==> src/hdl/cpr_pkg.sv <==
// ----------------------------------------------------------------------------
// Clock page replacement package
// Shared widths, controller states and the command/status bundles that join
// the controller and the datapath.
// ----------------------------------------------------------------------------
package cpr_pkg;

   localparam int ADDR_W      = 32;
   localparam int PAGE_SHIFT  = 12;
   localparam int PAGE_W      = ADDR_W - PAGE_SHIFT;
   localparam int FRAME_OUT_W = 2;

   typedef enum logic [1:0] {
      ST_IDLE,
      ST_MATCH,
      ST_SWEEP,
      ST_REPLY
   } ctrl_state_type;

   typedef struct packed {
      logic capture;
      logic hit_update;
      logic fill_empty;
      logic clear_step;
      logic replace;
   } cmd_type;

   typedef struct packed {
      logic hit;
      logic has_empty;
      logic use_at_hand;
   } status_type;

endpackage

==> src/hdl/cpr_datapath.sv <==
// ----------------------------------------------------------------------------
// Clock page replacement datapath
// Frame table, use bits, clock hand and result registers, driven by commands
// from the controller.
// ----------------------------------------------------------------------------
module cpr_datapath
   import cpr_pkg::*;
#(
   parameter int FRAME_COUNT = 4
) (
   input  logic                   clock,
   input  logic                   reset,
   input  cmd_type                cmd,
   output status_type             status,
   input  logic [ADDR_W-1:0]      req_access_address,
   output logic                   rsp_hit,
   output logic [FRAME_OUT_W-1:0] rsp_frame_index,
   output logic [PAGE_W-1:0]      rsp_page_number,
   output logic                   rsp_evicted_valid,
   output logic [PAGE_W-1:0]      rsp_evicted_page
);

   localparam int HW = $clog2(FRAME_COUNT);

   logic [PAGE_W-1:0]      page_ff     [FRAME_COUNT];
   logic [PAGE_W-1:0]      page_in     [FRAME_COUNT];
   logic [FRAME_COUNT-1:0] valid_ff, valid_in;
   logic [FRAME_COUNT-1:0] use_ff, use_in;
   logic [HW-1:0]          hand_ff, hand_in;
   logic [PAGE_W-1:0]      req_page_ff, req_page_in;
   logic                   hit_ff, hit_in;
   logic [HW-1:0]          frame_ff, frame_in;
   logic                   ev_valid_ff, ev_valid_in;
   logic [PAGE_W-1:0]      ev_page_ff, ev_page_in;

   logic                   any_hit;
   logic [HW-1:0]          hit_idx;
   logic                   any_empty;
   logic [HW-1:0]          empty_idx;
   logic [HW-1:0]          next_hand;

   always_comb begin
      any_hit   = 1'b0;
      hit_idx   = '0;
      any_empty = 1'b0;
      empty_idx = '0;
      for (int i = FRAME_COUNT - 1; i >= 0; i--) begin
         if (valid_ff[i] && (page_ff[i] == req_page_ff)) begin
            any_hit = 1'b1;
            hit_idx = HW'(i);
         end
         if (!valid_ff[i]) begin
            any_empty = 1'b1;
            empty_idx = HW'(i);
         end
      end
   end

   assign next_hand = (hand_ff == HW'(FRAME_COUNT - 1)) ? '0 : hand_ff + HW'(1);

   assign status.hit         = any_hit;
   assign status.has_empty   = any_empty;
   assign status.use_at_hand = use_ff[hand_ff];

   always_comb begin
      page_in     = page_ff;
      valid_in    = valid_ff;
      use_in      = use_ff;
      hand_in     = hand_ff;
      req_page_in = req_page_ff;
      hit_in      = hit_ff;
      frame_in    = frame_ff;
      ev_valid_in = ev_valid_ff;
      ev_page_in  = ev_page_ff;
      if (cmd.capture) begin
         req_page_in = req_access_address[ADDR_W-1:PAGE_SHIFT];
      end
      if (cmd.hit_update) begin
         use_in[hit_idx] = 1'b1;
         hit_in          = 1'b1;
         frame_in        = hit_idx;
         ev_valid_in     = 1'b0;
         ev_page_in      = '0;
      end
      if (cmd.fill_empty) begin
         page_in[empty_idx]  = req_page_ff;
         valid_in[empty_idx] = 1'b1;
         use_in[empty_idx]   = 1'b1;
         hit_in              = 1'b0;
         frame_in            = empty_idx;
         ev_valid_in         = 1'b0;
         ev_page_in          = '0;
      end
      if (cmd.clear_step) begin
         use_in[hand_ff] = 1'b0;
         hand_in         = next_hand;
      end
      if (cmd.replace) begin
         ev_page_in        = page_ff[hand_ff];
         ev_valid_in       = 1'b1;
         page_in[hand_ff]  = req_page_ff;
         use_in[hand_ff]   = 1'b1;
         hit_in            = 1'b0;
         frame_in          = hand_ff;
         hand_in           = next_hand;
      end
   end

   always_ff @(posedge clock) begin
      if (reset) begin
         valid_ff <= '0;
         use_ff   <= '0;
         hand_ff  <= '0;
      end else begin
         valid_ff <= valid_in;
         use_ff   <= use_in;
         hand_ff  <= hand_in;
      end
   end

   always_ff @(posedge clock) begin
      page_ff     <= page_in;
      req_page_ff <= req_page_in;
      hit_ff      <= hit_in;
      frame_ff    <= frame_in;
      ev_valid_ff <= ev_valid_in;
      ev_page_ff  <= ev_page_in;
   end

   assign rsp_hit           = hit_ff;
   assign rsp_frame_index   = FRAME_OUT_W'(frame_ff);
   assign rsp_page_number   = req_page_ff;
   assign rsp_evicted_valid = ev_valid_ff;
   assign rsp_evicted_page  = ev_page_ff;

   a_replace_clear_use: assert property (@(posedge clock) disable iff (reset)
      cmd.replace |-> !use_ff[hand_ff])
      else $error("replace issued on a frame whose use bit is set");

   a_replace_full: assert property (@(posedge clock) disable iff (reset)
      cmd.replace |-> (valid_ff == {FRAME_COUNT{1'b1}}))
      else $error("replace issued while an empty frame exists");

endmodule

==> src/hdl/cpr_controller.sv <==
// ----------------------------------------------------------------------------
// Clock page replacement controller
// Sequences lookup, fill, clock sweep and result strobe for each access.
// ----------------------------------------------------------------------------
module cpr_controller
   import cpr_pkg::*;
(
   input  logic       clock,
   input  logic       reset,
   input  logic       start,
   output logic       busy,
   input  status_type status,
   output cmd_type    cmd,
   output logic       rsp_valid
);

   ctrl_state_type state_ff, state_in;

   always_comb begin
      state_in = state_ff;
      case (state_ff)
         ST_IDLE: begin
            if (start) state_in = ST_MATCH;
         end
         ST_MATCH: begin
            if (status.hit || status.has_empty) state_in = ST_REPLY;
            else state_in = ST_SWEEP;
         end
         ST_SWEEP: begin
            if (!status.use_at_hand) state_in = ST_REPLY;
         end
         ST_REPLY: begin
            state_in = ST_IDLE;
         end
         default: begin
            state_in = ST_IDLE;
         end
      endcase
   end

   always_comb begin
      cmd       = '0;
      busy      = 1'b1;
      rsp_valid = 1'b0;
      case (state_ff)
         ST_IDLE: begin
            busy        = 1'b0;
            cmd.capture = start;
         end
         ST_MATCH: begin
            cmd.hit_update = status.hit;
            cmd.fill_empty = !status.hit && status.has_empty;
         end
         ST_SWEEP: begin
            cmd.clear_step = status.use_at_hand;
            cmd.replace    = !status.use_at_hand;
         end
         ST_REPLY: begin
            rsp_valid = 1'b1;
         end
         default: begin
            busy = 1'b1;
         end
      endcase
   end

   always_ff @(posedge clock) begin
      if (reset) state_ff <= ST_IDLE;
      else state_ff <= state_in;
   end

   a_accept_to_match: assert property (@(posedge clock) disable iff (reset)
      (start && !busy) |=> (state_ff == ST_MATCH))
      else $error("accepted beat did not enter lookup");

   a_reply_single: assert property (@(posedge clock) disable iff (reset)
      rsp_valid |=> (!rsp_valid && !busy))
      else $error("result strobe longer than one cycle");

   a_hit_replies: assert property (@(posedge clock) disable iff (reset)
      (state_ff == ST_MATCH && status.hit) |=> rsp_valid)
      else $error("hit did not reply in the next cycle");

endmodule

==> src/hdl/clock_page_replacement_top.sv <==
// ----------------------------------------------------------------------------
// Clock page replacement top level
// Second-chance replacement over FRAME_COUNT frames, one result per access.
// ----------------------------------------------------------------------------
// An access is taken when start is high and busy is low; busy then stays high
// until the result has been strobed on rsp_valid for one cycle, and the
// result must be taken in that cycle. A hit or a fill of an empty frame
// is handled in ST_MATCH and strobes its result from ST_REPLY. A
// replacement moves on from ST_MATCH to ST_SWEEP, which walks the clock hand
// one frame per cycle, clearing each set use bit it passes, then replaces the
// frame at the hand and goes to ST_REPLY to strobe. The hand clears at most
// FRAME_COUNT use bits before it finds a clear one. The next access can be
// taken in the cycle after the strobe. No clearing pass after reset.
module clock_page_replacement_top
   import cpr_pkg::*;
#(
   parameter int FRAME_COUNT = 4
) (
   input  logic                   clock,
   input  logic                   reset,
   input  logic                   start,
   output logic                   busy,
   input  logic [ADDR_W-1:0]      req_access_address,
   output logic                   rsp_valid,
   output logic                   rsp_hit,
   output logic [FRAME_OUT_W-1:0] rsp_frame_index,
   output logic [PAGE_W-1:0]      rsp_page_number,
   output logic                   rsp_evicted_valid,
   output logic [PAGE_W-1:0]      rsp_evicted_page
);

   cmd_type    cmd;
   status_type status;

   cpr_controller u_controller (
      .clock     (clock),
      .reset     (reset),
      .start     (start),
      .busy      (busy),
      .status    (status),
      .cmd       (cmd),
      .rsp_valid (rsp_valid)
   );

   cpr_datapath #(
      .FRAME_COUNT (FRAME_COUNT)
   ) u_datapath (
      .clock              (clock),
      .reset              (reset),
      .cmd                (cmd),
      .status             (status),
      .req_access_address (req_access_address),
      .rsp_hit            (rsp_hit),
      .rsp_frame_index    (rsp_frame_index),
      .rsp_page_number    (rsp_page_number),
      .rsp_evicted_valid  (rsp_evicted_valid),
      .rsp_evicted_page   (rsp_evicted_page)
   );

endmodule
==> config.mk <==
export PLATFORM = sky130hd
export DESIGN_NAME = clock_page_replacement_top
export DESIGN_NICKNAME = d
export VERILOG_FILES = /design/src/hdl/cpr_pkg.sv /design/src/hdl/cpr_datapath.sv /design/src/hdl/cpr_controller.sv /design/src/hdl/clock_page_replacement_top.sv
export SDC_FILE = /design/constraint.sdc
export NUM_CORES = 1
export LEC_CHECK = 0
export ABC_CLOCK_PERIOD_IN_PS = 8400
export BUFFER_PORTS_ARGS = -buffer_cell sky130_fd_sc_hd__buf_2
export CAP_MARGIN = 20
export CORE_MARGIN = 4
export CORE_UTILIZATION = 60
export DETAILED_ROUTE_END_ITERATION = 8
export GPL_TIMING_DRIVEN = 0
export PLACE_DENSITY = 0.9
export REMOVE_ABC_BUFFERS = 1
export SYNTH_ARGS = -nofsm -noshare
export SYNTH_HDL_FRONTEND = slang
export SYNTH_HIERARCHICAL = 1
export SYNTH_SLANG_ARGS = --single-unit
export TNS_END_PERCENT = 100
==> constraint.sdc <==
create_clock -name clock -period 8.4 [get_ports clock]
set_clock_uncertainty 0.1 [all_clocks]
set_input_delay 0.84 -clock clock [delete_from_list [all_inputs] [get_ports clock]]
set_output_delay 0.84 -clock clock [all_outputs]
set_load 0.02 [all_outputs]
# Word level (Yosys, flattened, before mapping)
# Index checks and enable logic that the tools add are counted.
# word_totals
output_inout_bits	46
elab_cells	120
register_bits	136
input_bits	35
# classes
reduce_logical	19
muxes	59
bitwise	8
order_cmp	10
add_sub_neg	1
eq_ne	10
# ops
op	n
bitwise mux 80 bit	2
2-to-1 mux 80 bit	2
2-to-1 mux 20 bit	7
demux 20 bit (select 2 bit)	2
== test 20 bit	4
binary-select mux 20 bit (select 2 bit)	1
2-to-1 mux 2 bit	18
2-to-1 mux 1 bit	18
2-to-1 mux 4 bit	4
bitwise OR 4 bit	4
logical AND 1 bit	10
< comparator 2 x 3 -> 1 bit, second input constant	3
case mux 2 bit (4 select lines)	1
demux 1 bit (select 2 bit)	3
== test 2 bit, second input constant	3
greater-or-equal comparator 2 x 1 -> 1 bit, second input constant	3
greater-or-equal comparator 3 bit, second input constant	2
< comparator 3 x 1 -> 1 bit, second input constant	2
inverter 2 -> 3 bit	2
bitwise AND 4 bit	1
!= test 2 bit, second input constant	2
inverter 4 bit	1
nonzero test 2 bit	2
nonzero test 3 bit	1
8 further kinds	9

# Longest topological paths before layout
# Gate-level depths: netlist of the first run.
# depth
depth_word	18
mapped_depth	15
ltp_nobuf	11

# Modules after synthesis
# The synthesis of the first run kept the hierarchy.
# by_module_without_submodules
module	seq_area_each_um2	cells_each	area_each_um2	instances
cpr_datapath	3103.0	506	6364.9	1
cpr_controller	40.0	25	222.7	1

# Worst setup path after synthesis of the first run
# Ideal clock, no wire load.
# synth_timing
path_type	register -> register
startpoint	reg u_datapath.req_page_ff[19] (netlist: u_datapath/rsp_page_number[19])
endpoint	reg u_datapath.ev_page_ff[0] (netlist: u_datapath/rsp_evicted_page[0]) (enable)
required_ps	7934
setup_ps	366
synth_period_minus_slack_ps	3405
arrival_ps	2939
path_stages_with_launch	11
path_buffers	3
setup_slack_ps	4995
cell_sequence	edfxtp_1 > buf_6 > xor2_1 > or4_4 > nor4_4 > nand2_2 > nand3_1 > buf_4 > and3b_1 > clkbuf_1 > or3_1
# synth_rtl
item	line_no	rtl
start, declared	cpr_datapath.sv:30	logic [PAGE_W-1:0] req_page_ff, req_page_in;
start signal, assigned	cpr_datapath.sv:123	req_page_ff <= req_page_in;
end signal, assigned	cpr_datapath.sv:127	ev_page_ff <= ev_page_in;
end, declared	cpr_datapath.sv:34	logic [PAGE_W-1:0] ev_page_ff, ev_page_in;

==> out/summary.md, run 1 <==
- 35.8% — switching part of the total
- 0 — post_cts resized
- 36.3% — Logic pwr share
- sky130_fd_sc_hd__nor2_1 — CP most frequent cell
- 624 — final net count
- 136 — clock tree sinks
- 5.98 — DR vias/cell
- 3870 ps — clock period minus worst slack
- 0% — share of async-settable or async-resettable flops after synthesis
- sky130_fd_sc_hd__dfxtp_1 — leading cell type in the layout, fill and taps excluded
- 64 — unique cell type count in the Yosys netlist
- 0 ps — final total negative setup slack
- false — RSZ-0062 raised after global routing
- 38.0% — share of total power in sequential cells
- 0 — number of antenna diodes
- xor2_1 -> nor4_1 -> nand2_1 -> nor4_2 -> nor2_1 -> nand3_1 -> and3b_1 -> a22o_1 -> buf_8 -> nor2_1 -> o311ai_1 -> o311a_1 — worst path cell trace
- completed — result of the run
- 1 — Worst Hold Depth
- sky130_fd_sc_hd__clkbuf_8 — clock tree root buffer cell
- 62.7% — effective utilization at floorplan
- 113 µm — die boundary width
- 47.7% — register area share after synthesis
- 15.1 mm — final wirelength
- 46.1% — period utilisation layout
- 530 ps — clock latency on the worst-skew pair
- 25.6% — proportion of power drawn by the clock network
- 1 — buffering stage count on the worst path with inverters included
- sky130_fd_sc_hd__dfxtp_1 (93), sky130_fd_sc_hd__buf_2 (68), sky130_fd_sc_hd__mux2_2 (51) — most used cells in the layout excluding fill and tap cells
- 60 ps — clock edge transition at the registers on the reported setup and hold paths
- 8720 ps — CP Data Required Time
- 0.258 GHz — fmax
- 6590 µm² — summed instance area of the synthesized netlist
- 12 — critical path depth in cells
- 4190 ps — data arrival time of the critical path
- sky130_fd_sc_hd__edfxtp_1 — crit path max-delay cell type
- 0.243 mV — worst ir drop on vdd
- 17 — cts bufs inserted
- 5 — iteration count of the initial detailed-routing pass
- 2 — clock tree buffer depth
- register — nature of the critical path endpoint
- 68 — quantity of I/O buffers inserted on ports
- sky130_fd_sc_hd__dfxtp_1 — dominant synthesized flop cell
- 32.7% — fraction of layout cells with a size suffix above 1
- 20.8 µm — detail-routed net length per standard cell
- 237 — number of DRC violations after detailed-routing iteration 0
- 10.7 mm — HPWL after detailed placement
- 37 — number of core rows
- 0 — Routed Antenna Nets
- 113 µm — vertical die dimension
- 25.1% — overall fraction of global-route tracks in use
- yes — clock tree from TritonCTS
- 1.13 mW — NetSw
- 0 — Post CTS Setup Buffer Count
- 0 — global-route congestion overflow total
- 4361 — number of vias in the routed layout
- 16.1% — area added between synthesis and finish
- reg -> reg — hold crit path type
- 0 — hold violation total from the final report
- 28 — largest net degree at the start of global routing
- reg -> reg — critical path class
- register — Startpoint Class
- 12.4 µm² — mean post-synth cell area
- 0.882 — routability congestion estimate
- 72.8% — share of the core filled with cells
- 136 — #FFs+latches synth
- 81 — # IOs
- 0 — final number of setup-violating endpoints
- 356 ps — hold slack final
- 4 — H-tree levels
- 924 ps — Tightest Pin Transition
- 10500 µm² — core footprint
- 0 — max-capacitance violation count
- 531 — synthesized netlist cell count
- 550 ps — worst stage delay on the critical path
- 0 — Final Max Slew Viols
- 38.4% — max-slew headroom at the worst pin
- 4515 — number of global-route vias before repair
- 0 — DRC violation count after routing
- 42 — number of enable-type register cells in the synthesized netlist
- 414 nW/µm² — total power density per cell area
- 24.4 mm — wire length of the first global-routing pass
- 13 — critical-path maximum fanout
- 6 — number of warnings issued by yosys
- 0 — hold-fix buffer count after cts
- 0 — antenna violations before repair
- 2.03 mW — Internal Pwr Total
- simple AND/OR/NAND/NOR gates — CP top delay family
- 2.97 nW — leakage power summed over all cells
- 12 — depth of the worst register-to-register path
- 12700 µm² — area of the die
-- per-stage QoR --
stage / instance area, µm² / worst slack [ps] / total power [mW] / instances
2_1_floorplan: 6350 / 4240 / 1.95 / 486
3_3_place_gp: 6860 / 2330 / 2.26 / 690
3_5_place_dp: 6990 / 4530 / 2.34 / 696
4_1_cts: 7630 / 4510 / 3.16 / 728
5_1_grt: 7650 / 4320 / 3.33 / 729
6_report: 7650 / 4530 / 3.17 / 729
-- power groups by stage --
stage / logic (mW) / clock network [mW] / registers, mW
floorplan: 0.695 / 0 / 1.26
global placement: 1.07 / 0 / 1.19
detailed placement: 1.12 / 0 / 1.21
CTS: 1.14 / 0.820 / 1.21
global route: 1.23 / 0.851 / 1.25
finish: 1.15 / 0.812 / 1.21
-- cell type report --
type,count,area [µm²]
Fill cell,679,2860
Timing Repair Buffer,75,470
Clock inverter,15,231
Sequential cell,136,3140
Clock buffer,17,414
Tap cell,136,170
Inverter,8,30.0
Multi-Input combinational cell,342,3190
-- cells by family (layout without fill, tap and decap cells) --
family	Yosys count	after routing	synth area share, %
and+or+nand+nor	118	118	11.4
muxes	101	101	20.9
DFF	136	136	47.7
AOI/OAI and AO/OA	34	34	3.65
adders and majority gates	9	9	1.71
xor gates and xnor gates	80	80	10.6
buffers and inverters	53	115	4.03
-- final timing paths --
check / end / slack [ps] / start
setup reg to reg: u_datapath/use_ff[0] / 4530 / u_datapath/rsp_page_number[18]
hold / removal: u_datapath/rsp_hit / 360 / u_datapath/rsp_hit
hold reg to reg: u_datapath/rsp_hit / 360 / u_datapath/rsp_hit
setup / recovery: u_datapath/use_ff[0] / 4530 / u_datapath/rsp_page_number[18]
-- Yosys cell counts (12+ instances only) --
| master | instances | area (µm²) |
|---|---|---|
| sky130_fd_sc_hd__mux4_2 | 21 | 473 |
| sky130_fd_sc_hd__dfxtp_1 | 94 | 1880 |
| sky130_fd_sc_hd__mux2_2 | 51 | 574 |
| sky130_fd_sc_hd__nor2_1 | 12 | 45.0 |
| sky130_fd_sc_hd__xor2_1 | 43 | 377 |
| sky130_fd_sc_hd__mux2_1 | 29 | 327 |
| sky130_fd_sc_hd__nand2_1 | 12 | 45.0 |
| sky130_fd_sc_hd__clkbuf_1 | 26 | 97.6 |
| sky130_fd_sc_hd__edfxtp_1 | 42 | 1260 |
| sky130_fd_sc_hd__xnor2_1 | 37 | 324 |
| sky130_fd_sc_hd__nor4_1 | 14 | 87.6 |
| sky130_fd_sc_hd__nand4_1 | 14 | 87.6 |
| sky130_fd_sc_hd__and2_1 | 21 | 131 |
-- per-layer routing --
layer	wire length, µm	vias to the layer above	global-route usage, %
met1	6410	2157	31.9
met5	0	-	0
li1	-	2028	-
met3	812	22	5.94
met2	7720	154	42.4
met4	203	0	8.17
-- sequential cells by signal (all words and copies together), names as in the netlist --
name                          flops
u_datapath/page_ff               80
u_datapath/rsp_page_number       20
u_datapath/hand_ff                2
u_datapath/valid_ff               4
u_controller/state_ff             2
u_datapath/rsp_evicted_valid      1
u_datapath/rsp_hit                1
u_datapath/use_ff                 4
u_datapath/rsp_frame_index        2
u_datapath/rsp_evicted_page      20
Power figures use the tool's default switching activity.
==> inputs of run 2 (changes only) <==
ABC_AREA = 1   (was default)
ABC_CLOCK_PERIOD_IN_PS = 3200   (was 8400)
CORE_UTILIZATION = 53   (was 60)
PLACE_DENSITY = 0.84   (was 0.9)
clock period = 3.2 ns   (was 8.4 ns; I/O delays follow)
==> out/summary.md, run 2 <==
- completed — result of the run
- 42 — number of enable-type register cells in the synthesized netlist
- u_datapath/rsp_page_number[7] — RR Startpoint
- 47.2% — Logic pwr share
- 37 — unique cell type count in the Yosys netlist
- 80 ps — register-to-register setup slack
- 54.8% — effective utilization at floorplan
- in -> reg — hold crit path type
- 0 — max-capacitance violation count
- 6 — iteration count of the initial detailed-routing pass
- 15.4 mm — HPWL after detailed placement
- 4.75 mW — NetSw
- 21.0% — proportion of power drawn by the clock network
- reg -> reg — critical path class
- sky130_fd_sc_hd__dfxtp_1 — dominant synthesized flop cell
- 0 — DRC violation count after routing
- 829 ps — Tightest Pin Transition
- 0 — number of antenna diodes
- 0 — Final Max Slew Viols
- 126 µm — die boundary width
- 80 — number of flip-flops under the largest register name
- 36.6 mm — wire length of the first global-routing pass
- u_datapath/page_ff[70] — Reg-to-Reg End
- 15 — depth of the worst register-to-register path
- 0 — hold violation total from the final report
- 6 — number of warnings issued by yosys
- 3410 ps — CP Data Required Time
- 13500 µm² — core footprint
- 25.5% — area share of the largest cell type after synthesis
- sky130_fd_sc_hd__nand2_1 — library cell with the highest instance count after synthesis
- 0 — global-route congestion overflow total
- sky130_fd_sc_hd__dfxtp_1 — cell taking the most area after synthesis
- 60 ps — clock edge transition at the registers on the reported setup and hold paths
- 1289 — number of cells after detailed placement
- 1150 nW/µm² — total power density per cell area
- 18.1 µm — detail-routed net length per standard cell
- reset — HP Start
- 2 — clock tree buffer depth
- 1152 — number of DRC violations after detailed-routing iteration 0
- 1379 — Finished Layout Cells
- 4 — H-tree levels
- yes — clock tree from TritonCTS
- 0 ps — final total negative setup slack
- false — RSZ-0062 raised after global routing
- 136 — clock tree sinks
- 24.0% — area added between synthesis and finish
- register — Startpoint Class
- 126 µm — vertical die dimension
- 7876 — number of vias in the routed layout
- 3120 ps — clock period minus worst slack
- 136 — #FFs+latches synth
- 1.01 — routability congestion estimate
- register — nature of the critical path endpoint
- 42 — number of core rows
- 0 — final number of setup-violating endpoints
- 1093 — synthesized netlist cell count
- 51 — largest net degree at the start of global routing
- 11 — critical-path maximum fanout
- 15900 µm² — area of the die
- 1234 — final net count
- 44.4% — max-slew headroom at the worst pin
- 6.75 µm² — mean post-synth cell area
- 29.5% — overall fraction of global-route tracks in use
- 2 — Worst Hold Depth
- u_datapath/use_ff[3] — sink of the worst hold path
- sky130_fd_sc_hd__nand2_1 (383), sky130_fd_sc_hd__o21ai_0 (129), sky130_fd_sc_hd__inv_1 (109) — most used cells in the layout excluding fill and tap cells
- 45.2% — switching part of the total
- 104 ps — hold slack final
- 3330 ps — data arrival time of the critical path
- sky130_fd_sc_hd__nand2_1 (385), sky130_fd_sc_hd__o21ai_0 (129), sky130_fd_sc_hd__inv_1 (113) — top post-synthesis cells by count
- 25.0 mm — final wirelength
- -1860 ps — setup slack after placement
- 0 — antenna violations before repair
- 42.6% — register area share after synthesis
- 97.6% — period utilisation layout
- sky130_fd_sc_hd__dfxtp_1 (26%), sky130_fd_sc_hd__nand2_1 (20%), sky130_fd_sc_hd__edfxtp_1 (17%) — synth top area cells
- 0 — Routed Antenna Nets
- 16.0% — fraction of layout cells with a size suffix above 1
- 78.1 ps — Final WS setup
- 81 — # IOs
- sky130_fd_sc_hd__clkbuf_16 — clock tree root buffer cell
- 4.36 nW — leakage power summed over all cells
- 31.8% — share of total power in sequential cells
- 7070 — number of global-route vias before repair
- u_datapath/page_ff — most flop-heavy register
- 68 — quantity of I/O buffers inserted on ports
- 0.320 GHz — fmax
- 5.71 — DR vias/cell
- 17 — cts bufs inserted
- 0% — share of async-settable or async-resettable flops after synthesis
- sky130_fd_sc_hd__nand2_1 — leading cell type in the layout, fill and taps excluded
- 5.77 mW — Internal Pwr Total
- 440 ps — clock latency on the worst-skew pair
- 7370 µm² — summed instance area of the synthesized netlist
- 0.567 mV — worst ir drop on vdd
run 2: cells by family (layout without fill, tap and decap cells):
logic type               count (synthesis)  count (layout)  synth area share [%]
AO/OA/AOI/OAI                          217             221                  15.2
XOR/XNOR                                 9               9                  1.07
adder cells (fa/ha/maj)                  9               9                  1.53
buffers and inverters                  189             295                  10.8
flip-flops                             136             136                  42.6
AND/OR/NAND/NOR                        533             533                  28.8
run 2: layout make-up:
| cell class | count | area (µm²) |
|---|---|---|
| clock inverters | 14 | 229 |
| flip-flops and latches | 136 | 3150 |
| fillers | 1132 | 4310 |
| multi-input cells | 772 | 3560 |
| inverters | 136 | 524 |
| repair buffers | 125 | 1020 |
| clock buffers | 18 | 429 |
| well taps | 176 | 220 |
| repair inverters | 2 | 10.0 |
run 2: repair_timing:
action                                  CTS  global route
hold buffers                             20             0
endpoints found under the setup margin  128            99
resized for setup                         9            10
pin swaps                                 3             4
buffers inserted                          5            26
endpoints found under the hold margin    20             0
cloned                                    5             1
run 2: metal layers:
| layer | wire [µm] | track usage [%] | vias to the layer above |
|---|---|---|---|
| li1 | - | - | 3660 |
| met1 | 9640 | 38.4 | 3509 |
| met2 | 11100 | 46.1 | 581 |
| met3 | 3070 | 7.92 | 126 |
| met4 | 1160 | 13.2 | 0 |
| met5 | 0 | 0 | - |
run 2: worst max path at each step:
| stage | from | slack [ps] | end | cells past startpoint |
|---|---|---|---|---|
| floorplan | u_datapath/hand_ff[0] | -890 | u_datapath/page_ff[40] | 7 |
| global placement | u_datapath/hand_ff[0] | -3300 | u_datapath/page_ff[48] | 7 |
| detailed placement | u_datapath/hand_ff[1] | -1860 | u_datapath/page_ff[50] | 9 |
| CTS | u_datapath/rsp_page_number[1] | 30 | u_datapath/page_ff[70] | 16 |
| global route | u_datapath/rsp_page_number[11] | 1 | u_datapath/page_ff[1] | 18 |
| finish | u_datapath/rsp_page_number[7] | 80 | u_datapath/page_ff[70] | 15 |
run 2: worst max-delay path, cell delays in order (launching register included):
cell                       delay [ps]
sky130_fd_sc_hd__edfxtp_1         580
sky130_fd_sc_hd__xnor2_1          490
sky130_fd_sc_hd__nand3_1          130
sky130_fd_sc_hd__nor2_1           110
sky130_fd_sc_hd__nand3_1          150
sky130_fd_sc_hd__nand2_1          110
sky130_fd_sc_hd__inv_2             50
sky130_fd_sc_hd__nand3_1          140
sky130_fd_sc_hd__nor2_2            90
sky130_fd_sc_hd__inv_1            220
sky130_fd_sc_hd__nor2_1           130
sky130_fd_sc_hd__inv_2            250
sky130_fd_sc_hd__o21ai_4          100
sky130_fd_sc_hd__buf_12           180
sky130_fd_sc_hd__nand2_1           60
sky130_fd_sc_hd__o21ai_0           90
run 2: power groups by stage:
stage          clock (mW)  combinational (mW)  sequential, mW
2_1_floorplan           0                2.45            3.45
3_3_place_gp            0                3.79            3.34
3_5_place_dp            0                4.01            3.35
5_1_grt              2.30                5.34            3.43
4_1_cts              2.21                4.27            3.35
6_report             2.21                4.96            3.35
run 2: stage by stage:
| step | area, µm² | utilization (%) | power, mW |
|---|---|---|---|
| floorplan | 7090 | - | 5.90 |
| global placement | 7650 | 56.9 | 7.13 |
| detailed placement | 7820 | 58.1 | 7.36 |
| CTS | 8810 | 65.5 | 9.84 |
| global route | 9140 | 68.0 | 11.1 |
| finish | 9140 | 68.0 | 10.5 |
